===== src/sv/bpru_pkg.sv =====
package bpru_pkg;

  // Field and counter widths
  localparam int BYTE_W    = 8;
  localparam int BPP_W     = 3;
  localparam int DIM_W     = 13;
  localparam int POS_W     = 15;
  localparam int ADDR_W    = 26;
  localparam int IDX_W     = 2;
  localparam int MAX_PIX   = 4;
  localparam int HELD_N    = MAX_PIX - 1;
  localparam int CFG_IDX_W = 2;

  // Pixel queue between front and back
  localparam int Q_DEPTH = 4;
  localparam int Q_PTR_W = 2;
  localparam int Q_CNT_W = 3;

  // Image size limits
  localparam logic [DIM_W-1:0] MAX_WIDTH  = 13'd4096;
  localparam logic [DIM_W-1:0] MAX_HEIGHT = 13'd4096;

  // Register reset values
  localparam logic [BPP_W-1:0] BPP_RESET    = 3'd3;
  localparam logic [DIM_W-1:0] WIDTH_RESET  = 13'd1;
  localparam logic [DIM_W-1:0] HEIGHT_RESET = 13'd1;

  // Configuration register indexes
  typedef enum logic [CFG_IDX_W-1:0] {
    REG_BPP    = 2'd0,
    REG_WIDTH  = 2'd1,
    REG_HEIGHT = 2'd2
  } cfg_reg_t;

  // Derived configuration handed to the front end
  typedef struct packed {
    logic             ok;        // pixel size and dimensions usable
    logic             busy;      // derived values being recomputed
    logic             rebase;    // reload the row base address this cycle
    logic [BPP_W-1:0] bpp;
    logic [DIM_W-1:0] height;    // saturated height
    logic [POS_W-1:0] row_size;  // data bytes per row
    logic [POS_W-1:0] row_len;   // row size incl. padding
  } cfg_t;

  // One finished pixel, bytes already in output order
  typedef struct packed {
    logic [ADDR_W-1:0]                  addr;
    logic [IDX_W-1:0]                   last_k;
    logic [MAX_PIX-1:0][BYTE_W-1:0]     data;
  } pix_entry_t;

endpackage


===== src/sv/bpru_cfg.sv =====
module bpru_cfg (
  input  logic                          clk,
  input  logic                          rst_n,
  input  logic                          cfg_valid,
  output logic                          cfg_ready,
  input  logic [bpru_pkg::CFG_IDX_W-1:0] cfg_index,
  input  logic [bpru_pkg::DIM_W-1:0]    cfg_data,
  output bpru_pkg::cfg_t                cfg
);
  import bpru_pkg::*;

  logic [BPP_W-1:0]       bpp_r;
  logic [DIM_W-1:0]       width_r;
  logic [DIM_W-1:0]       height_r;
  logic [DIM_W-1:0]       h_sat_r;
  logic [POS_W-1:0]       row_size_r;
  logic [POS_W-1:0]       row_len_r;
  logic                   ok_r;
  logic [1:0]             recalc_r;

  logic [DIM_W-1:0]       w_sat;
  logic [DIM_W-1:0]       h_sat_nxt;
  logic [DIM_W+BPP_W-1:0] size_prod;
  logic [POS_W-1:0]       row_size_nxt;
  logic [POS_W:0]         len_sum;
  logic [POS_W-1:0]       row_len_nxt;
  logic                   ok_nxt;
  logic                   wr;

  assign cfg_ready = 1'b1;
  assign wr        = cfg_valid && cfg_ready;

  // Register writes
  always_ff @(posedge clk) begin
    if (!rst_n) begin
      bpp_r    <= BPP_RESET;
      width_r  <= WIDTH_RESET;
      height_r <= HEIGHT_RESET;
    end else if (wr) begin
      if (cfg_index == REG_BPP)    bpp_r    <= cfg_data[BPP_W-1:0];
      if (cfg_index == REG_WIDTH)  width_r  <= cfg_data;
      if (cfg_index == REG_HEIGHT) height_r <= cfg_data;
    end
  end

  // Saturation and row geometry
  always_comb begin
    w_sat        = (width_r > MAX_WIDTH) ? MAX_WIDTH : width_r;
    h_sat_nxt    = (height_r > MAX_HEIGHT) ? MAX_HEIGHT : height_r;
    size_prod    = w_sat * bpp_r;
    row_size_nxt = size_prod[POS_W-1:0];
    len_sum      = {1'b0, row_size_nxt} + (POS_W+1)'(3);
    row_len_nxt  = {len_sum[POS_W-1:2], 2'b00};
    ok_nxt       = (bpp_r >= BPP_W'(1)) && (bpp_r <= BPP_W'(MAX_PIX)) &&
                   (width_r != '0) && (height_r != '0);
  end

  always_ff @(posedge clk) begin
    if (!rst_n) begin
      h_sat_r    <= HEIGHT_RESET;
      row_size_r <= POS_W'(3);
      row_len_r  <= POS_W'(4);
      ok_r       <= 1'b1;
    end else begin
      h_sat_r    <= h_sat_nxt;
      row_size_r <= row_size_nxt;
      row_len_r  <= row_len_nxt;
      ok_r       <= ok_nxt;
    end
  end

  // Recompute after any write: geometry, then base address
  always_ff @(posedge clk) begin
    if (!rst_n) begin
      recalc_r <= 2'd0;
    end else if (wr) begin
      recalc_r <= 2'd2;
    end else if (recalc_r != 2'd0) begin
      recalc_r <= recalc_r - 2'd1;
    end
  end

  always_comb begin
    cfg.ok       = ok_r;
    cfg.busy     = (recalc_r != 2'd0);
    cfg.rebase   = (recalc_r == 2'd1);
    cfg.bpp      = bpp_r;
    cfg.height   = h_sat_r;
    cfg.row_size = row_size_r;
    cfg.row_len  = row_len_r;
  end

endmodule


===== src/sv/bpru_front.sv =====
module bpru_front (
  input  logic                        clk,
  input  logic                        rst_n,
  input  bpru_pkg::cfg_t              cfg,
  input  logic                        in_valid,
  output logic                        in_ready,
  input  logic [bpru_pkg::BYTE_W-1:0] in_pixel_byte,
  input  logic                        q_full,
  output logic                        push,
  output bpru_pkg::pix_entry_t        push_entry
);
  import bpru_pkg::*;

  logic [POS_W-1:0]  pos_r;
  logic [DIM_W-1:0]  rows_done_r;
  logic [IDX_W-1:0]  idx_r;
  logic [BYTE_W-1:0] held_r [HELD_N];
  logic [ADDR_W-1:0] base_r;

  logic                      acc;
  logic                      active;
  logic                      in_data;
  logic                      pix_done;
  logic [POS_W:0]            pos_inc;
  logic                      row_end;
  logic [DIM_W-1:0]          diff;
  logic [DIM_W+POS_W-1:0]    base_prod;
  logic [BYTE_W-1:0]         view [MAX_PIX];
  logic [IDX_W-1:0]          src;

  assign in_ready = !q_full && !cfg.busy;
  assign acc      = in_valid && in_ready;

  // Classify the byte: data or padding, mid-pixel or pixel end
  always_comb begin
    active    = cfg.ok && (rows_done_r < cfg.height);
    in_data   = (pos_r < cfg.row_size);
    pix_done  = (({1'b0, idx_r} + (IDX_W+1)'(1)) >= cfg.bpp);
    pos_inc   = {1'b0, pos_r} + (POS_W+1)'(1);
    row_end   = (pos_inc >= {1'b0, cfg.row_len});
    diff      = cfg.height - DIM_W'(1) - rows_done_r;
    base_prod = diff * cfg.row_size;
  end

  // Pixel bytes in reversed order, current byte first
  always_comb begin
    for (int j = 0; j < HELD_N; j++) begin
      view[j] = (IDX_W'(j) == idx_r) ? in_pixel_byte : held_r[j];
    end
    view[MAX_PIX-1] = in_pixel_byte;
    push_entry.addr   = base_r + ADDR_W'(pos_r) - ADDR_W'(idx_r);
    push_entry.last_k = idx_r;
    for (int k = 0; k < MAX_PIX; k++) begin
      src = idx_r - IDX_W'(k);
      push_entry.data[k] = view[src];
    end
  end

  assign push = acc && active && in_data && pix_done;

  // Row and pixel counters, row base address
  always_ff @(posedge clk) begin
    if (!rst_n) begin
      pos_r       <= '0;
      rows_done_r <= '0;
      idx_r       <= '0;
      base_r      <= '0;
    end else if (cfg.rebase) begin
      base_r <= base_prod[ADDR_W-1:0];
    end else if (acc && active) begin
      if (in_data) begin
        if (pix_done) idx_r <= '0;
        else          idx_r <= idx_r + IDX_W'(1);
      end
      if (row_end) begin
        pos_r       <= '0;
        idx_r       <= '0;
        rows_done_r <= rows_done_r + DIM_W'(1);
        base_r      <= base_r - ADDR_W'(cfg.row_size);
      end else begin
        pos_r <= pos_inc[POS_W-1:0];
      end
    end
  end

  // Held bytes of the pixel in progress
  always_ff @(posedge clk) begin
    if (acc && active && in_data && !pix_done && (idx_r != IDX_W'(HELD_N))) begin
      held_r[idx_r] <= in_pixel_byte;
    end
  end

endmodule


===== src/sv/bpru_queue.sv =====
module bpru_queue (
  input  logic                 clk,
  input  logic                 rst_n,
  input  logic                 push,
  input  bpru_pkg::pix_entry_t push_entry,
  output logic                 full,
  input  logic                 pop,
  output bpru_pkg::pix_entry_t head,
  output logic                 empty
);
  import bpru_pkg::*;

  pix_entry_t         slot_r [Q_DEPTH];
  logic [Q_PTR_W-1:0] wr_ptr_r;
  logic [Q_PTR_W-1:0] rd_ptr_r;
  logic [Q_CNT_W-1:0] count_r;

  assign full  = (count_r == Q_CNT_W'(Q_DEPTH));
  assign empty = (count_r == '0);
  assign head  = slot_r[rd_ptr_r];

  // Pointers and fill level
  always_ff @(posedge clk) begin
    if (!rst_n) begin
      wr_ptr_r <= '0;
      rd_ptr_r <= '0;
      count_r  <= '0;
    end else begin
      if (push) wr_ptr_r <= wr_ptr_r + Q_PTR_W'(1);
      if (pop)  rd_ptr_r <= rd_ptr_r + Q_PTR_W'(1);
      if (push && !pop)      count_r <= count_r + Q_CNT_W'(1);
      else if (pop && !push) count_r <= count_r - Q_CNT_W'(1);
    end
  end

  // Entry storage
  always_ff @(posedge clk) begin
    if (push) slot_r[wr_ptr_r] <= push_entry;
  end

  a_no_overflow: assert property (@(posedge clk) disable iff (!rst_n) !(push && full))
    else $error("pixel queue push while full");
  a_no_underflow: assert property (@(posedge clk) disable iff (!rst_n) !(pop && empty))
    else $error("pixel queue pop while empty");
  a_level: assert property (@(posedge clk) disable iff (!rst_n)
      (push && !pop) |=> (count_r == $past(count_r) + Q_CNT_W'(1)))
    else $error("pixel queue level did not follow push");

endmodule


===== src/sv/bpru_back.sv =====
module bpru_back (
  input  logic                        clk,
  input  logic                        rst_n,
  input  bpru_pkg::pix_entry_t        head,
  input  logic                        empty,
  output logic                        pop,
  output logic                        out_valid,
  input  logic                        out_ready,
  output logic [bpru_pkg::ADDR_W-1:0] out_dest_address,
  output logic [bpru_pkg::BYTE_W-1:0] out_data_byte,
  output logic                        out_last_of_run
);
  import bpru_pkg::*;

  logic [IDX_W-1:0]  k_r;
  logic              out_valid_r;
  logic [ADDR_W-1:0] addr_r;
  logic [BYTE_W-1:0] data_r;
  logic              last_r;

  logic load;
  logic last_k;

  // Load the next byte of the head pixel when the output register frees up
  assign load   = !empty && (!out_valid_r || out_ready);
  assign last_k = (k_r == head.last_k);
  assign pop    = load && last_k;

  always_ff @(posedge clk) begin
    if (!rst_n) begin
      out_valid_r <= 1'b0;
      k_r         <= '0;
    end else if (load) begin
      out_valid_r <= 1'b1;
      k_r         <= last_k ? '0 : k_r + IDX_W'(1);
    end else if (out_ready) begin
      out_valid_r <= 1'b0;
    end
  end

  // Output payload
  always_ff @(posedge clk) begin
    if (load) begin
      addr_r <= head.addr + ADDR_W'(k_r);
      data_r <= head.data[k_r];
      last_r <= last_k;
    end
  end

  assign out_valid        = out_valid_r;
  assign out_dest_address = addr_r;
  assign out_data_byte    = data_r;
  assign out_last_of_run  = last_r;

  a_k_in_pixel: assert property (@(posedge clk) disable iff (!rst_n)
      !empty |-> (k_r <= head.last_k))
    else $error("byte counter past end of pixel");

endmodule


===== src/sv/bmp_pixel_row_unpacker_unit.sv =====
// BMP pixel array row unpacker.
// Input channel (in_valid/in_ready/in_pixel_byte): the stored pixel array,
// one byte per transaction, from the first pixel byte on, padding included.
// Output channel (out_valid/out_ready/out_*): one transaction per destination
// byte; a pixel's bytes come out in reversed order at top-down addresses,
// out_last_of_run marking the pixel's final byte. Padding and bytes after the
// last row produce nothing.
// Config channel (cfg_valid/cfg_ready/cfg_index/cfg_data): index 0 pixel size
// in bytes, 1 width, 2 height. Write only while the block is idle; input is
// held off after each write while row geometry and the row base address are
// recomputed. Throughput: one input byte and one output byte per cycle unless
// in_ready or out_ready is low. A pixel's first byte passes through the pixel
// queue and the output register after its last input byte is taken.
// A four-entry pixel queue separates the byte counters from the output
// sequencer; when the receiver stalls, the queue fills and in_ready drops.
// Reset: counters and queue clear, registers return to 3 bytes, 1 x 1 image.
module bmp_pixel_row_unpacker_unit (
  input  logic                           clk,
  input  logic                           rst_n,
  input  logic                           in_valid,
  output logic                           in_ready,
  input  logic [bpru_pkg::BYTE_W-1:0]    in_pixel_byte,
  output logic                           out_valid,
  input  logic                           out_ready,
  output logic [bpru_pkg::ADDR_W-1:0]    out_dest_address,
  output logic [bpru_pkg::BYTE_W-1:0]    out_data_byte,
  output logic                           out_last_of_run,
  input  logic                           cfg_valid,
  output logic                           cfg_ready,
  input  logic [bpru_pkg::CFG_IDX_W-1:0] cfg_index,
  input  logic [bpru_pkg::DIM_W-1:0]     cfg_data
);
  import bpru_pkg::*;

  cfg_t       cfg;
  logic       push;
  pix_entry_t push_entry;
  logic       q_full;
  logic       pop;
  pix_entry_t head;
  logic       q_empty;

  bpru_cfg u_cfg (
    .clk       (clk),
    .rst_n     (rst_n),
    .cfg_valid (cfg_valid),
    .cfg_ready (cfg_ready),
    .cfg_index (cfg_index),
    .cfg_data  (cfg_data),
    .cfg       (cfg)
  );

  bpru_front u_front (
    .clk           (clk),
    .rst_n         (rst_n),
    .cfg           (cfg),
    .in_valid      (in_valid),
    .in_ready      (in_ready),
    .in_pixel_byte (in_pixel_byte),
    .q_full        (q_full),
    .push          (push),
    .push_entry    (push_entry)
  );

  bpru_queue u_queue (
    .clk        (clk),
    .rst_n      (rst_n),
    .push       (push),
    .push_entry (push_entry),
    .full       (q_full),
    .pop        (pop),
    .head       (head),
    .empty      (q_empty)
  );

  bpru_back u_back (
    .clk              (clk),
    .rst_n            (rst_n),
    .head             (head),
    .empty            (q_empty),
    .pop              (pop),
    .out_valid        (out_valid),
    .out_ready        (out_ready),
    .out_dest_address (out_dest_address),
    .out_data_byte    (out_data_byte),
    .out_last_of_run  (out_last_of_run)
  );

endmodule

===== config.mk =====
export PLATFORM = sky130hd
export DESIGN_NAME = bmp_pixel_row_unpacker_unit
export DESIGN_NICKNAME = d
export VERILOG_FILES = /design/src/sv/bpru_pkg.sv /design/src/sv/bpru_cfg.sv /design/src/sv/bpru_front.sv /design/src/sv/bpru_queue.sv /design/src/sv/bpru_back.sv /design/src/sv/bmp_pixel_row_unpacker_unit.sv
export SDC_FILE = /design/constraint.sdc
export NUM_CORES = 1
export LEC_CHECK = 0
export BUFFER_PORTS_ARGS = -buffer_cell sky130_fd_sc_hd__buf_4
export CAP_MARGIN = 25
export CELL_PAD_IN_SITES_DETAIL_PLACEMENT = 0
export CELL_PAD_IN_SITES_GLOBAL_PLACEMENT = 1
export CORE_MARGIN = 3
export CORE_UTILIZATION = 45
export DETAILED_ROUTE_END_ITERATION = 12
export GPL_TIMING_DRIVEN = 1
export PLACE_DENSITY_LB_ADDON = 0.1
export SYNTH_ARGS = -nofsm -noshare
export SYNTH_HDL_FRONTEND = slang
export SYNTH_SLANG_ARGS = --single-unit
export TNS_END_PERCENT = 1

===== constraint.sdc =====
create_clock -name clk -period 19.59 [get_ports clk]
set_input_delay 1.959 -clock clk [delete_from_list [all_inputs] [get_ports clk]]
set_output_delay 1.959 -clock clk [all_outputs]
set_load 0.03 [all_outputs]

==> flow_summary.toml, run 1 <==
[cells_and_area]
layout_commonest_cell = "inv_1"
fin_cells = 3568
num-nets-final = 3090
syn_to_final_growth_pct = 10.6
fin_area_mm2 = 0.0316
antenna_cells = 0
fill_cells = 5640
final_cell_mix = "inv_1, edfxtp_1, nand2_1"
layout-drive-gt1-share = 0.100

[clocking]
insertion_delay_ns = 0.60
cts_tree = "done"
clkSlewWorstSetupHoldPaths_ns = 0.06
cts_max_level = 2
cts-root-buf = "clkbuf_16"
cts_buffer_depth = 3
postCtsResizedCells = 0
ctsHoldBuffers = 0
cts_buffers = 49
cts_sinks = 440
post_cts.repair.setup_buffers = 0

[global_routing]
gr-total-overflow = 0
antenna_found_initial = 0
grt_pass1_wl_um = 109000
grt_pass1_vias = 19538
grtUsageTotal = 0.207
grt_max_degree = 61

[setup_path]
worstReg2RegEnd = "u_front.base_r[24]"
reg2reg_setup_slack_ns = 11.64
cp.depth = 29
crit_fanout = 13
cp-end-kind = "flip-flop"
startpoint = "u_front.rows_done_r[0]"
cp_num_buf_inv = 5
critPathTopFamily = "adder cells"
cp-start-kind = "flip-flop"
slowest_delay_ns = 0.85
worst_ep_required_time_ns = 20.07
setup.worst_path.class = "reg -> reg"
worst-r2r-cell-count = 29
worstPathArrival_ns = 8.44
path_common_cell = "fa_1"
worstReg2RegStart = "u_front.rows_done_r[0]"
critPathSlowestCell = "xor2_1"

[yosys]
synthCells = 2641
synthFlopType = "edfxtp_1"
yosysWarnings = 0
ys_seq_elements = 440
syn-num-nets = 3038
ys_seq_area_frac = 0.413
avgSynthCellArea_um2 = 10.8
synth_area_mm2 = 0.0286
synth_cell_types = 80
async_reset_ff_frac = 0
synth_edf_count = 299

[min_path]
holdPathEnd = "u_cfg.width_r[11]"
hold_depth = 2
hold_start = "u_cfg.width_r[11]"
hold_class = "reg -> reg"

[routing]
wirelength_um = 67700
ant_nets = 0
drt-vias-per-instance = 5.26
drc_errors = 0
routed-via-count = 18759
drt_iter0_drc = 891
wl_per_cell_um = 19.0
drt_first_pass_iters = 6

[placed_design]
gp_congestion = 0.871
dp.cells = 3477
place_ws_ns = 11.68
dp_hpwl_um = 50100
port_buffers = 64
place_area_mm2 = 0.0300

[timing]
drv_slew = 0
layout_setup_ws_ns = 11.64
rsz0062_at_grt = "false"
fmax_ghz = 0.126
timing.final.crit_period_ns = 7.95
setup_tns_ns = 0
max_slew_margin = 0.291
post-route-period-util = 0.406
fin_worst_skew_ns = 0.0222
setup_viol = 0
final-hold-violation-count = 0
tightest_slew_ns = 1.06

[die]
initial_core_util = 0.459
die_w_um = 258
rows = 91
die_h_um = 258
pin_count = 66
die_area_mm2 = 0.0666
core_area_mm2 = 0.0623

[pwr]
ir_drop_v = 0.0000720
p_leak_nw = 12.7
power.total_mw = 3.16
p_per_area_mw_per_mm2 = 100

[run]
drv_cap = 0

[status]
status = "finished clean"
metal layers:
layer | GRT usage | vias up | wire [um]
li1 | - | 9096 | -
met3 | 0.0276 | 104 | 2620
met1 | 0.273 | 9240 | 30300
met2 | 0.358 | 319 | 33000
met5 | 0 | - | 0
met4 | 0.0590 | 0 | 1810
cell families (layout without fill, tap and decap cells):
| logic type | Yosys count | in the layout | share of synthesized area |
|---|---|---|---|
| simple gates | 732 | 732 | 0.123 |
| buf+inv | 459 | 549 | 0.0611 |
| flops | 440 | 440 | 0.413 |
| fa+ha+maj | 369 | 369 | 0.203 |
| compound gates | 363 | 363 | 0.0793 |
| xor+xnor | 154 | 154 | 0.0476 |
| mux | 123 | 123 | 0.0731 |
| other cells | 1 | 1 | 0.000131 |
worst reg2reg max path: cells and delay by family (launching register included):
family          cells  cell delay [ns]
buf+inv             5             0.29
xor+xnor            2             1.02
fa+ha+maj           8             3.65
compound gates     10             2.01
simple gates        4             0.55
flops               1             0.35
Yosys cell counts, types with 17 or more instances:
| master | instances | area (um2) |
|---|---|---|
| nand2_1 | 289 | 1080 |
| a211oi_1 | 17 | 128 |
| a21oi_1 | 135 | 676 |
| and2_1 | 107 | 669 |
| o21ai_0 | 64 | 320 |
| mux4_2 | 68 | 1530 |
| clkbuf_1 | 72 | 270 |
| nor2_1 | 141 | 529 |
| mux2i_1 | 47 | 470 |
| nand2b_1 | 30 | 188 |
| inv_1 | 362 | 1360 |
| a21o_1 | 32 | 240 |
| fa_1 | 160 | 3200 |
| ha_1 | 209 | 2620 |
| nand3_1 | 29 | 145 |
| edfxtp_1 | 299 | 8980 |
| nand4_1 | 18 | 113 |
| dfxtp_1 | 141 | 2820 |
| o21a_1 | 26 | 195 |
| nor3_1 | 28 | 140 |
| xnor2_1 | 117 | 1020 |
| xor2_1 | 36 | 315 |
stage by stage:
step                hold slack (ns)   util
finish                        0.474  0.508
global route                  0.498  0.508
CTS                           0.477  0.508
detailed placement            0.468  0.482
global placement              0.466  0.481
floorplan                     0.444      -
layout make-up:
class	count	area [um2]	share of cell area
multi-input cells	1742	15100	0.476
flip-flops and latches	440	11800	0.373
inverters	366	1370	0.0434
clock buffers	62	1320	0.0416
well taps	837	1050	0.0331
repair buffers	94	746	0.0236
clock inverters	27	279	0.00882
where the power goes:
group | internal (mW) | total (mW) | switching [mW]
clock | 0.519 | 0.902 | 0.384
combinational | 0.396 | 1.01 | 0.613
sequential | 1.19 | 1.25 | 0.0576
flip-flops by register name, indices dropped and copies added, names as in the netlist, 15 cells and up, named ones only:
name,flops
u_front.held_r,24
u_front.base_r,26
u_front.pos_r,15
u_queue.slot_r,240
u_back.out_dest_address,26
u_cfg.row_size_r,15
how the worst max path moves through the flow:
stage | to | slack [ns]
after global routing | u_front.base_r[24] | 11.06
after global placement | u_front.base_r[24] | 11.74
after detailed placement | u_front.base_r[24] | 11.68
final | u_front.base_r[24] | 11.64
after CTS | u_front.base_r[24] | 11.65
after floorplan | u_front.base_r[24] | 12.65
Power figures use the tool's default switching activity.
==> inputs of run 2 (changes only) <==
--- a/config.mk
+++ b/config.mk
@@ -5,6 +5,7 @@
 export SDC_FILE = /design/constraint.sdc
 export NUM_CORES = 1
 export LEC_CHECK = 0
+export ABC_AREA = 1
 export BUFFER_PORTS_ARGS = -buffer_cell sky130_fd_sc_hd__buf_4
 export CAP_MARGIN = 25
 export CELL_PAD_IN_SITES_DETAIL_PLACEMENT = 0
==> constraint.sdc (replaced) <==
create_clock -name clk -period 7.7 [get_ports clk]
set_input_delay 0.77 -clock clk [delete_from_list [all_inputs] [get_ports clk]]
set_output_delay 0.77 -clock clk [all_outputs]
set_load 0.03 [all_outputs]
==> run 2 against run 1 <==
Via count increased by 28%. Register-to-register slack got worse by 11 ns. First-iteration DRC count increased by 80%. Non-clock buffer count decreased by 8. Critical path type unchanged. Utilization decreased by 0.84 points. Clock power increased to 2.5 times the previous value. Sequential cell count unchanged. Clock-buffer cell count decreased by 4. Critical path depth increased by 3. Hold slack got worse by 0.11 ns. Combinational power increased to 5.6 times the previous value.
==> flow_summary.toml, run 2 <==
[routing]
ant_nets = 0
routed-via-count = 23967
wl_per_cell_um = 18.8
drt_iter0_drc = 1604
wirelength_um = 84400
drc_errors = 0
drt-vias-per-instance = 5.35
drt_first_pass_iters = 5

[clocking]
cts_buffers = 49
ctsHoldBuffers = 0
clkSlewWorstSetupHoldPaths_ns = 0.06
cts-root-buf = "clkbuf_16"
cts_sinks = 440
post_cts.repair.setup_buffers = 0
cts_max_level = 2
postCtsResizedCells = 0
cts_tree = "done"
insertion_delay_ns = 0.60
cts_buffer_depth = 3

[placed_design]
dp_hpwl_um = 63400
dp.cells = 4394
gp_congestion = 0.892
port_buffers = 64

[yosys]
yosys.area.top_type = "edfxtp_1"
avgSynthCellArea_um2 = 8.48
synthTopCellsByArea = "edfxtp_1, fa_1, dfxtp_1, nand2_1, ha_1"
yosysWarnings = 0
synth_xor_area_frac = 0.0278
synth_fa_ha_area_frac = 0.193
synth-compound-area-share = 0.109
syn-num-nets = 3958
netlist.area_leader.share = 0.297
ys_seq_elements = 440
synth_edf_count = 299
synth-simple-area-share = 0.188
synthMuxAreaShare = 0.00265
ys_seq_area_frac = 0.391
synthFlopType = "edfxtp_1"
synth_top_family_by_area = "adder cells"
synthCells = 3561
yosys-top-cells-count = "nand2_1, inv_1, nor2_1, edfxtp_1, o21ai_0"
synth_cell_types = 58
synth_area_mm2 = 0.0302
async_reset_ff_frac = 0
synth_most_common_cell = "nand2_1"

[setup_path]
worstReg2RegEnd = "u_front.base_r[24]"
reg2reg_setup_slack_ns = 0.61
startpoint = "u_front.rows_done_r[0]"
cp.depth = 32
worst_ep_required_time_ns = 8.18
crit_fanout = 10
slowest_delay_ns = 0.55
crit_end = "u_front.base_r[24]"
cp_num_buf_inv = 8
critPathTopFamily = "adder cells"
cp-end-kind = "flip-flop"
worstPathArrival_ns = 7.57
worstReg2RegStart = "u_front.rows_done_r[0]"
worst-r2r-cell-count = 32
critPathSlowestCell = "fa_1"
path_common_cell = "inv_1"
cp-start-kind = "flip-flop"
setup.worst_path.class = "reg -> reg"

[timing]
fmax_ghz = 0.141
fin_worst_skew_ns = 0.0300
tightest_slew_ns = 0.983
final-hold-violation-count = 0
setup_viol = 0
rsz0062_at_grt = "false"
timing.final.crit_period_ns = 7.09
setup_tns_ns = 0
post-route-period-util = 0.921
drv_slew = 0
max_slew_margin = 0.345

[pwr]
combPwrFrac = 0.489
p_leak_nw = 14.5
power.total_mw = 11.7
p_clk_frac = 0.197
ir_drop_v = 0.000206
pwr-share-seq = 0.314
p_sw_frac = 0.444
p_int_mw = 6.48
p_per_area_mw_per_mm2 = 353
p_switching_mw = 5.18

[die]
die_w_um = 265
rows = 94
pin_count = 66
core_area_mm2 = 0.0661
die_area_mm2 = 0.0703
die_h_um = 265
initial_core_util = 0.457

[global_routing]
grt_pass1_vias = 23582
grt_pass1_wl_um = 132000
gr-total-overflow = 0
grt_max_degree = 119
antenna_found_initial = 0
grtUsageTotal = 0.239

[cells_and_area]
top_register = "u_queue.slot_r"
layout-drive-gt1-share = 0.0597
num-nets-final = 3978
layout_commonest_cell = "nand2_1"
largest_reg_flops = 240
syn_to_final_growth_pct = 9.31
final_cell_mix = "nand2_1, inv_1, nor2_1"
fin_cells = 4480
fill_cells = 6318
antenna_cells = 0

[min_path]
hold_class = "in -> reg"

[run]
drv_cap = 0

[status]
status = "finished clean"
[run 2: cell types whose count changed after synthesis, sizes merged, moves of 23 or more]
cell,previous run,this run
nand2,289,708
nand3,31,180
xnor2,117,25
and2,107,3
inv,364,567
xor2,36,71
a21oi,135,205
nand2b,30,1
nor2,142,374
mux2i,47,8
mux4,68,0
o21ai,66,271
a21o,32,9
[run 2: worst min-delay path by stage]
stage,startpoint,end,slack (ns),cells past startpoint
2_1_floorplan,u_cfg.height_r[0],u_cfg.h_sat_r[0],0.42,2
3_3_place_gp,u_queue.rd_ptr_r[0],flip-flop,0.45,2
3_5_place_dp,u_cfg.height_r[8],u_cfg.h_sat_r[8],0.45,2
4_1_cts,cfg_valid,u_cfg.recalc_r[0],0.33,2
5_1_grt,cfg_valid,u_cfg.recalc_r[0],0.35,2
6_report,cfg_valid,u_cfg.recalc_r[0],0.36,2
[run 2: cell families (layout without fill, tap and decap cells)]
group | count (synthesis) | count (layout)
mux | 8 | 8
compound gates | 591 | 591
xor+xnor | 96 | 96
other cells | 1 | 1
fa+ha+maj | 369 | 369
flops | 440 | 440
simple gates | 1367 | 1367
buf+inv | 689 | 744
[run 2: cell type report]
class / count / area (um2) / area share
multi-input cells: 2432 / 15800 / 0.477
repair buffers: 86 / 646 / 0.0195
well taps: 864 / 1080 / 0.0327
inverters: 572 / 2150 / 0.0652
clock buffers: 58 / 1280 / 0.0388
clock inverters: 28 / 303 / 0.00917
flip-flops and latches: 440 / 11800 / 0.357
[run 2: routing by layer]
layer | GRT usage | part of all wire
met3 | 0.0304 | 0.047
met4 | 0.0784 | 0.032
met2 | 0.416 | 0.49
met1 | 0.309 | 0.43
met5 | 0 | 0
[run 2: worst register-to-register path, delay by kind of cell (launching register included)]
| family | cells | cell delay [ns] |
|---|---|---|
| buffers and inverters | 8 | 0.89 |
| flip-flops | 1 | 0.34 |
| AO/OA/AOI/OAI | 2 | 0.45 |
| adder cells (fa/ha/maj) | 8 | 3.44 |
| AND/OR/NAND/NOR | 13 | 1.69 |
| XOR/XNOR | 1 | 0.18 |
[run 2: power groups by stage]
stage / registers, mW / clock network, mW / logic [mW]
floorplan: 3.84 / 0 / 3.72
global placement: 3.70 / 0 / 5.61
detailed placement: 3.72 / 0 / 5.71
CTS: 3.67 / 2.36 / 5.73
global route: 3.70 / 2.45 / 6.40
finish: 3.66 / 2.29 / 5.70
[run 2: per-stage QoR]
step	utilization	hold slack (ns)	instance area [um2]	setup WS, ns
2_1_floorplan	-	0.419	30200	1.32
3_3_place_gp	0.476	0.449	31400	0.750
3_5_place_dp	0.476	0.448	31400	0.677
4_1_cts	0.500	0.326	33000	0.633
5_1_grt	0.500	0.347	33000	0.0201
6_report	0.500	0.362	33000	0.612
==> inputs of run 3 (changes only) <==
--- a/config.mk
+++ b/config.mk
@@ -11,7 +11,7 @@
 export CELL_PAD_IN_SITES_DETAIL_PLACEMENT = 0
 export CELL_PAD_IN_SITES_GLOBAL_PLACEMENT = 1
 export CORE_MARGIN = 3
-export CORE_UTILIZATION = 45
+export CORE_UTILIZATION = 40
 export DETAILED_ROUTE_END_ITERATION = 12
 export GPL_TIMING_DRIVEN = 1
 export PLACE_DENSITY_LB_ADDON = 0.1
==> run 3 against run 2 <==
Total power up 1.9%. Clock-buffer cell count rose by 7. Non-clock buffer count down 2.
==> flow_summary.toml, run 3 (synthesis gave the netlist of run 2 again) <==
[setup_path]
worst-r2r-cell-count = 33
crit_fanout = 10
critPathSlowestCell = "fa_1"
critPathTopFamily = "adder cells"
cp-end-kind = "flip-flop"
worstPathArrival_ns = 7.52
cp_num_buf_inv = 9
worstReg2RegStart = "u_front.rows_done_r[0]"
cp-start-kind = "flip-flop"
path_common_cell = "inv_1"
reg2reg_setup_slack_ns = 0.69
setup.worst_path.class = "reg -> reg"
slowest_delay_ns = 0.55
worst_ep_required_time_ns = 8.22
worstReg2RegEnd = "u_front.base_r[22]"

[global_routing]
grt_pass1_wl_um = 133000
grt_pass1_vias = 23506
grtUsageTotal = 0.217
antenna_found_initial = 0
gr-total-overflow = 0
grt_max_degree = 119

[die]
die_w_um = 281
die_h_um = 281
pin_count = 66
initial_core_util = 0.405
core_area_mm2 = 0.0746
die_area_mm2 = 0.0789
rows = 100

[placed_design]
place_area_mm2 = 0.0316
place_ws_ns = 0.587
gp_congestion = 0.909
port_buffers = 64
dp_hpwl_um = 64400
dp.cells = 4497

[routing]
routed-via-count = 23801
wl_met3_um = 3800
drt-vias-per-instance = 5.18
met1_length_um = 37800
ant_nets = 0
drt_iter0_drc = 1496
wl_met2_um = 41600
drt_first_pass_iters = 7
drc_errors = 0
top_layer = "met4"
wirelength_um = 86100
wl_per_cell_um = 18.7

[clocking]
cts_buffers = 52
cts_tree = "done"
cts_sinks = 440
insertion_delay_ns = 0.61
ctsHoldBuffers = 0
cts_buffer_depth = 3
cts-root-buf = "clkbuf_16"
cts_max_level = 2
clkSlewWorstSetupHoldPaths_ns = 0.06

[timing]
layout_setup_ws_ns = 0.695
max_slew_margin = 0.328
timing.final.crit_period_ns = 7.01
fmax_ghz = 0.143
drv_slew = 0
setup_viol = 0
post-route-period-util = 0.910
hold_ws_ns = 0.373
setup_tns_ns = 0
rsz0062_at_grt = "false"
tightest_slew_ns = 1.01
fin_worst_skew_ns = 0.0376
final-hold-violation-count = 0

[cells_and_area]
final_cell_mix = "nand2_1, inv_1, nor2_1"
layout_commonest_cell = "nand2_1"
antenna_cells = 0
fin_area_mm2 = 0.0334
utilization = 0.447
fill_cells = 7386
fin_cells = 4592
largest_reg_flops = 240
layout-drive-gt1-share = 0.0627
top_register = "u_queue.slot_r"
num-nets-final = 3979
syn_to_final_growth_pct = 10.4

[min_path]
hold_start = "cfg_valid"
holdPathEnd = "u_cfg.recalc_r[0]"
hold_depth = 2
hold_class = "in -> reg"

[run]
drv_cap = 0

[pwr]
ir_drop_v = 0.000197
p_leak_nw = 14.6
power.total_mw = 11.9
p_per_area_mw_per_mm2 = 356

[status]
status = "finished clean"
## run 3: worst max-delay path by stage
stage	from	to	cells after the start
after global placement	u_front.rows_done_r[0]	u_front.base_r[24]	33
after global routing	u_front.rows_done_r[0]	u_front.base_r[22]	33
after detailed placement	u_front.rows_done_r[0]	u_front.base_r[22]	33
after floorplan	u_front.rows_done_r[0]	u_front.base_r[22]	30
final	u_front.rows_done_r[0]	u_front.base_r[22]	33
after CTS	u_front.rows_done_r[0]	u_front.base_r[22]	33
## run 3: cell type report
| class | count | area (um2) | share of cell area |
|---|---|---|---|
| Clock buffer | 65 | 1410 | 0.0424 |
| Clock inverter | 30 | 378 | 0.0113 |
| Inverter | 572 | 2150 | 0.0645 |
| Multi-Input combinational cell | 2432 | 15800 | 0.473 |
| Sequential cell | 440 | 11800 | 0.354 |
| Tap cell | 969 | 1210 | 0.0363 |
| Timing Repair Buffer | 84 | 631 | 0.0189 |
## run 3: per-layer routing
layer,GRT usage,vias to the layer above
li1,-,11665
met1,0.281,11481
met2,0.374,518
met3,0.0287,137
met4,0.0715,0
met5,0,-
## run 3: timing repair
| item | 4_1_cts | 5_1_grt |
|---|---|---|
| endpoints found under the setup margin | 0 | 4 |
| gates resized for setup | 0 | 1 |
| buffers inserted | 0 | 0 |
## run 3: power breakdown
group / internal, mW / switching [mW]
registers: 3.47 / 0.215
clock network: 1.54 / 1.01
logic: 1.67 / 3.96
## run 3: worst register-to-register path, delay by kind of cell, from the launching register on
kind	cells	cell delay (ns)
flip-flops	1	0.34
AO/OA/AOI/OAI	2	0.36
adder cells (fa/ha/maj)	8	3.44
XOR/XNOR	1	0.14
buffers and inverters	9	0.95
AND/OR/NAND/NOR	13	1.72
